`src/sv/mie_pkg.sv`:
```
// Package for the instruction execute core: payload words, opcodes, modes,
// data memory addresses and the control word of the shared arithmetic unit.
// No dependencies.
package mie_pkg;

    localparam int DATA_BYTES  = 4096;
    localparam int DMEM_AW     = $clog2(DATA_BYTES);
    localparam int FLASH_WORDS = 16384;
    localparam int FLASH_AW    = $clog2(FLASH_WORDS);

    // Item modes
    localparam logic [1:0] MODE_EXEC  = 2'd0;
    localparam logic [1:0] MODE_FLASH = 2'd1;
    localparam logic [1:0] MODE_READ  = 2'd2;

    // Opcodes
    localparam logic [4:0] OP_ADIW = 5'd0;
    localparam logic [4:0] OP_SBIW = 5'd1;
    localparam logic [4:0] OP_ADD  = 5'd2;
    localparam logic [4:0] OP_ADC  = 5'd3;
    localparam logic [4:0] OP_CP   = 5'd4;
    localparam logic [4:0] OP_CPC  = 5'd5;
    localparam logic [4:0] OP_CPI  = 5'd6;
    localparam logic [4:0] OP_EOR  = 5'd7;
    localparam logic [4:0] OP_LDI  = 5'd8;
    localparam logic [4:0] OP_LDS  = 5'd9;
    localparam logic [4:0] OP_STS  = 5'd10;
    localparam logic [4:0] OP_IN   = 5'd11;
    localparam logic [4:0] OP_OUT  = 5'd12;
    localparam logic [4:0] OP_LPM  = 5'd13;
    localparam logic [4:0] OP_STX  = 5'd14;
    localparam logic [4:0] OP_PUSH = 5'd15;
    localparam logic [4:0] OP_POP  = 5'd16;
    localparam logic [4:0] OP_CALL = 5'd17;
    localparam logic [4:0] OP_RCALL = 5'd18;
    localparam logic [4:0] OP_RET  = 5'd19;
    localparam logic [4:0] OP_JMP  = 5'd20;
    localparam logic [4:0] OP_RJMP = 5'd21;
    localparam logic [4:0] OP_BRGE = 5'd22;
    localparam logic [4:0] OP_BRNE = 5'd23;

    // Data memory map
    localparam logic [15:0] IO_BASE   = 16'h0020;
    localparam logic [15:0] SPL_ADDR  = 16'h005D;
    localparam logic [15:0] SPH_ADDR  = 16'h005E;
    localparam logic [15:0] SREG_ADDR = 16'h005F;
    localparam logic [15:0] X_LO_ADDR = 16'd26;
    localparam logic [15:0] X_HI_ADDR = 16'd27;
    localparam logic [15:0] Z_LO_ADDR = 16'd30;
    localparam logic [15:0] Z_HI_ADDR = 16'd31;

    // Status bit positions
    localparam int FLAG_C = 0;
    localparam int FLAG_Z = 1;
    localparam int FLAG_N = 2;
    localparam int FLAG_V = 3;
    localparam int FLAG_S = 4;
    localparam int FLAG_H = 5;

    typedef enum logic [2:0] {
        ALU_ADD8,
        ALU_SUB8,
        ALU_XOR8,
        ALU_ADD16,
        ALU_SUB16
    } t_alu_op;

    typedef struct packed {
        t_alu_op op;
        logic    cin;
        logic    chain;
    } t_alu_ctl;

    typedef struct packed {
        logic [1:0]         mode;
        logic [4:0]         opcode;
        logic [4:0]         reg_d;
        logic [4:0]         reg_r;
        logic [7:0]         immediate;
        logic [1:0]         reg_pair;
        logic [15:0]        target_address;
        logic signed [11:0] rel_offset;
        logic [5:0]         io_address;
        logic [1:0]         instr_words;
        logic [15:0]        flash_word;
    } t_in_word;

    typedef struct packed {
        logic [15:0] program_counter_out;
        logic [7:0]  status_out;
        logic [7:0]  read_byte;
        logic        unimplemented;
    } t_out_word;

endpackage

```
`src/sv/mie_alu.sv`:
```
// Shared arithmetic unit: byte add, compare, xor and word add/subtract with
// status flag update. Depends on mie_pkg.
module mie_alu import mie_pkg::*; (
    input  t_alu_ctl    i_ctl,
    input  logic [15:0] i_a,
    input  logic [15:0] i_b,
    input  logic [7:0]  i_sreg,
    output logic [15:0] o_res,
    output logic [7:0]  o_sreg
);

    logic [8:0]  sum9;
    logic [4:0]  half;
    logic [7:0]  diff8;
    logic [7:0]  xor8;
    logic [15:0] sum16;
    logic [15:0] dif16;
    logic [7:0]  flags;
    logic [7:0]  mask;
    logic [7:0]  merged;

    always_comb begin
        sum9   = {1'b0, i_a[7:0]} + {1'b0, i_b[7:0]} + 9'(i_ctl.cin);
        half   = {1'b0, i_a[3:0]} + {1'b0, i_b[3:0]} + 5'(i_ctl.cin);
        diff8  = i_a[7:0] - i_b[7:0] - 8'(i_ctl.cin);
        xor8   = i_a[7:0] ^ i_b[7:0];
        sum16  = i_a + i_b;
        dif16  = i_a - i_b;
        flags  = 8'h00;
        mask   = 8'h00;
        o_res  = sum16;
        case (i_ctl.op)
            ALU_ADD8: begin
                o_res         = {8'h00, sum9[7:0]};
                flags[FLAG_H] = half[4];
                flags[FLAG_V] = ~(i_a[7] ^ i_b[7]) & (i_a[7] ^ sum9[7]);
                flags[FLAG_N] = sum9[7];
                flags[FLAG_Z] = (sum9[7:0] == 8'h00);
                flags[FLAG_C] = sum9[8];
                mask          = 8'h2F;
            end
            ALU_SUB8: begin
                // compare: H left alone, chained Z can only clear
                o_res         = {8'h00, diff8};
                flags[FLAG_V] = (i_a[7] ^ i_b[7]) & (i_a[7] ^ diff8[7]);
                flags[FLAG_N] = diff8[7];
                flags[FLAG_Z] = (diff8 == 8'h00) && (!i_ctl.chain || i_sreg[FLAG_Z]);
                flags[FLAG_C] = ({1'b0, i_b[7:0]} + 9'(i_ctl.cin)) > {1'b0, i_a[7:0]};
                mask          = 8'h0F;
            end
            ALU_XOR8: begin
                o_res         = {8'h00, xor8};
                flags[FLAG_N] = xor8[7];
                flags[FLAG_Z] = (xor8 == 8'h00);
                mask          = 8'h0E;
            end
            ALU_ADD16: begin
                o_res         = sum16;
                flags[FLAG_V] = !i_a[15] && sum16[15];
                flags[FLAG_N] = sum16[15];
                flags[FLAG_Z] = (sum16 == 16'h0000);
                flags[FLAG_C] = i_a[15] && !sum16[15];
                mask          = 8'h0F;
            end
            ALU_SUB16: begin
                o_res         = dif16;
                flags[FLAG_V] = i_a[15] && !dif16[15];
                flags[FLAG_N] = dif16[15];
                flags[FLAG_Z] = (dif16 == 16'h0000);
                flags[FLAG_C] = dif16[15] && !i_a[15];
                mask          = 8'h0F;
            end
            default: begin
                o_res = sum16;
                mask  = 8'h00;
            end
        endcase
        merged         = (i_sreg & ~mask) | (flags & mask);
        merged[FLAG_S] = merged[FLAG_N] ^ merged[FLAG_V];
        o_sreg         = merged;
    end

endmodule

```
`config.mk`:
```
export PLATFORM = sky130hd
export DESIGN_NAME = mie_alu
export DESIGN_NICKNAME = d
export VERILOG_FILES = /design/src/sv/mie_pkg.sv /design/src/sv/mie_alu.sv
export SDC_FILE = /design/constraint.sdc
export NUM_CORES = 1
export LEC_CHECK = 0
export BUFFER_PORTS_ARGS = -buffer_cell sky130_fd_sc_hd__buf_2
export CAP_MARGIN = 20
export CORE_MARGIN = 1.5
export CORE_UTILIZATION = 60
export DETAILED_ROUTE_END_ITERATION = 16
export PLACE_DENSITY = 0.86
export SYNTH_ARGS = -nofsm -noshare
export SYNTH_HDL_FRONTEND = slang
export SYNTH_SLANG_ARGS = --single-unit
```
`constraint.sdc`:
```
create_clock -name vclk -period 10.2
set_clock_uncertainty 0.15 [all_clocks]
set_input_delay 2.04 -clock vclk [all_inputs]
set_output_delay 2.04 -clock vclk [all_outputs]
set_load 0.1 [all_outputs]
```
Word-level counts from Yosys, hierarchy flattened
Cells that the tools add are included. Widths: inputs -> output; s select.

Flip-flop bits (word level): 0. Input port bits: 45. Output and inout port bits: 24. Word-level logic and storage cells: 49.

Add/subtract/negate cells: 9. $lt $le $gt $ge: 1. Equal/unequal tests: 4. Mux-type cells: 6. Bitwise operators: 12. Reductions and logical operators: 17.

Operators with widths (number): $pmux 16 s4 (1); $logic_not 16->1 (2); $logic_not 8->1 (3); $pmux 6 s3 (1); $add 16x16->16 (1); $sub 16x16->16 (1); $pmux 2 s5 (1); $add 8x1->9 (1); $add 8x8->9 (1); $add 9x1->9 (1); $gt 9x8->1 (1); $and 6x8->8 (1); $and 8x8->8 (1); $not 8->8 (1); $or 8x8->8 (1); $pmux 1 s4 (2); $sub 8x1->8 (1); $sub 8x8->8 (1); $xor 8x8->8 (1); $eq 3x2->1 const B (2); $add 4x4->5 (1); $add 5x1->5 (1); $logic_and 1x1->1 (5); $logic_not 1->1 (4); other kinds (9) (13).

Logic depth before layout (Yosys ltp)
Word-level depth: 8. Mapped depth: 13. Depth with buffers taken out: 13.

Worst setup path before layout
OpenSTA, ideal clock, no wires.

Path kind: in2out. Start: input port i_a[6]. End: output port o_sreg[0]. Arrival time: 7.297 ns. Required time: 8.010 ns. Setup slack: 0.713 ns. Stages on the path: 10. Buffers on the path: 1. Path through: inv_1 ha_1 buf_2 a21o_1 or3_1 o2111ai_2 a21bo_2 a2111oi_0 a311o_1 o311ai_0.

Longest elaborated chain between the ends: 6. Elaborated cells between the ends (all ways): 11. Those cells by class: add/sub (4); order compare (1); mux (1); bitwise (2); reduce/logical (3).

RTL lines: from (decl) (line mie_alu.sv:5) `input logic [15:0] i_a,`; branches (longest 3 deep; another with $add 8x8->9); $pmux 1 s4 (*) (line mie_alu.sv:32) `case (i_ctl.op)`; $and 6x8->8 (*) (line mie_alu.sv:78) `merged = (i_sreg & ~mask) | (flags & mask);`; $or 8x8->8 (*) (line mie_alu.sv:78); to (decl) (line mie_alu.sv:9) `output logic [7:0] o_sreg`.

Every way passes the cells marked *.

Worst setup path in the final report
Start: input port i_a[2]. End: output port o_sreg[1].

Longest elaborated chain between the ends: 7. Elaborated cells between the ends (all ways): 16. Those cells by class: add/sub (6); mux (1); bitwise (3); reduce/logical (6).

RTL lines: $sub 8x8->8 (line mie_alu.sv:25) `diff8 = i_a[7:0] - i_b[7:0] - 8'(i_ctl.cin);`; $sub 8x1->8 (line mie_alu.sv:25); $logic_not 8->1 (line mie_alu.sv:47) `flags[FLAG_Z] = (diff8 == 8'h00) && (!i_ctl.chain || i_sreg[FLAG_Z]);`; $logic_and 1x1->1 (line mie_alu.sv:47); $pmux 2 s5 (*) (line mie_alu.sv:32); $and 6x8->8 (*) (line mie_alu.sv:78); $or 8x8->8 (*) (line mie_alu.sv:78).

Mark *: on every way between the ends. The rest lies on a longest branch, timed or not.

==> results.ini <==
[outcome]
status = finished, final reports clean

[floorplanning]
initial_core_util_pct = 62.8
core-area_sq_mm = 0.00596
fp.dieW_microns = 82.0
fp.dieH_microns = 82.0
dieArea_sq_mm = 0.00672
num_rows = 28
io-pin-count = 69

[power_and_ir_drop]
combPwrFrac_pct = 100.0
ir_drop_v = 0.0000957
intPower_mw = 0.115
p_seq_share_pct = 0
cellLeakagePower_nw = 1.75
pwr_density_cell_mw_per_mm2 = 99.3
clkPwrFrac_pct = 0
switching_power_mw = 0.285
swShare_pct = 71.3

[detailed_routing]
wire_per_inst_microns = 17.8
drt_first_pass_iters = 5
drc = 0
postRouteAntennaNets = 0
drtIter0Drc = 434
via_per_inst = 6.60
vias = 4336
drt_wl_total_microns = 11700

[final_layout]
design.seq.count = 0
final_area_sq_mm = 0.00403
final_nets = 688
ff_latch_area_sq_um = 0
final_cells = 657
area_growth_syn_to_layout_pct = 7.56
n_clock_buffer = 0
fin_util_pct = 67.6
drive_gt1_share_pct = 15.6
diodes = 0

[sta]
finalSetupViolations = 0
hold_violations = 0
rsz0062_at_grt = false
fmax_mhz = 127
layout_min_cycle_time_ns = 7.87
worst_pin_slew_ns = 0.842
tns_ns = 0
period_share_pct = 77.2
slew_headroom_pct = 43.9
maxSlewViolCount = 0

[critical_path]
cp.required_ns = 8.01
worstSetupPathType = input port to output port
start_kind = input port
crit_arrival_ns = 5.68
endpoint_kind = output port
critPathMaxFanout = 20

[place]
gp_congestion = 0.967
place_area_sq_mm = 0.00402
post-dp-hpwl_microns = 9500
placedCellCount = 656
port_buffers = 64

[global_routing]
grt_pass1_wl_microns = 18700
overflow = 0
grt_usage_pct = 35.3
antenna_found_initial = 0
grt_max_degree = 27
grt_pass1_vias = 3866

[hold_path]
hold_depth = 0
hp-class = input port to output port

[yosys]
synth_cell_types = 80
synth_cells = 542
ys_warn_count = 0
syn_nets = 646
seq_area_frac_synth_pct = 0
postSynthAreaPerCell_sq_um = 6.90
syn_area_sq_mm = 0.00374

[clocking]
cts-resized-gates = 0
post-cts-setup-buffers = 0
ctsHoldBuffers = 0

[run]
drv_cap = 0

## final cells by class
class	instances	area, sq um
well taps	75	93.8
repair buffers	65	325
multi-input cells	463	3400
inverters	54	203
fillers	551	1930
## power by group through the flow
stage          clock network (mW)  logic (mW)  registers [mW]
6_report                        0       0.400               0
5_1_grt                         0       0.425               0
4_1_cts                         0       0.391               0
3_5_place_dp                    0       0.390               0
3_3_place_gp                    0       0.383               0
2_1_floorplan                   0       0.319               0
## metrics by stage
| step | hold slack [ns] | total power [mW] | setup WS, ns |
|---|---|---|---|
| finish | 3.93 | 0.400 | 2.33 |
| global route | 3.93 | 0.425 | 2.05 |
| CTS | 3.93 | 0.391 | 2.42 |
| detailed placement | 3.93 | 0.390 | 2.43 |
| global placement | 3.93 | 0.383 | 2.52 |
| floorplan | 4.14 | 0.319 | 0.713 |
## path summary, 6_finish.rpt
| path | startpoint | to | slack, ns |
|---|---|---|---|
| worst max-delay path | i_a[2] | o_sreg[1] | 2.33 |
| worst min-delay path | i_sreg[7] | o_sreg[7] | 3.93 |
## routing by layer
layer | track usage [%] | wire, microns
met5 | 0 | 0
met4 | 6.44 | 229
met2 | 55.5 | 5040
met1 | 49.0 | 5260
met3 | 8.00 | 1180
## Yosys cell counts (all sizes together) (7+ instances only)
master / instances / share of area [%]
buf: 11 / 2.2
nor3: 27 / 3.6
a2111oi: 7 / 2.3
nand3: 19 / 2.5
a21o: 7 / 1.4
o21a: 8 / 1.6
o2111ai: 7 / 1.8
nor2b: 8 / 1.4
o211ai: 10 / 2.0
xnor2: 28 / 6.6
a211oi: 11 / 2.3
clkbuf: 14 / 1.4
nor2: 44 / 4.4
nor4: 9 / 1.7
o21ai: 34 / 4.5
a21oi: 46 / 6.2
nand2b: 11 / 1.8
inv: 53 / 5.3
nand4: 8 / 1.3
nand2: 31 / 3.1
ha: 53 / 18
## placed cells by master, fill, tap and decap left out, drive strengths merged, types with 5 or more instances in the layout
cell type / n
o211ai: 10
nor2b: 8
buf: 64
o2111ai: 7
a2111oi: 7
o21a: 8
fa: 6
or3: 6
inv: 53
nand2: 31
o21ai: 34
nor4: 9
ha: 53
a21o: 7
nand2b: 11
a31oi: 6
xnor2: 28
nor3: 27
nand4: 8
nor2: 44
and2: 5
xor2: 5
a21oi: 46
nand3: 19
a211oi: 11
## kinds of logic after synthesis
logic type | after synthesis | synth area share [%]
multiplexers | 6 | 1.71
AND/OR/NAND/NOR | 186 | 25.7
adder cells (fa/ha/maj) | 59 | 20.9
XOR/XNOR | 33 | 8.22
AO/OA/AOI/OAI | 179 | 34.4
buffers and inverters | 79 | 9.06
## critical path, cell delays in order
cell	delay, ns
buf_2	0.10
inv_1	0.06
ha_1	0.73
nor2_1	0.14
o311ai_1	0.67
a21oi_1	0.22
a2111oi_1	0.63
a21oi_1	0.19
xnor2_1	0.24
nand4_1	0.12
nand3_1	0.11
buf_2	0.43
No activity file was read; power rests on OpenSTA's default activity.
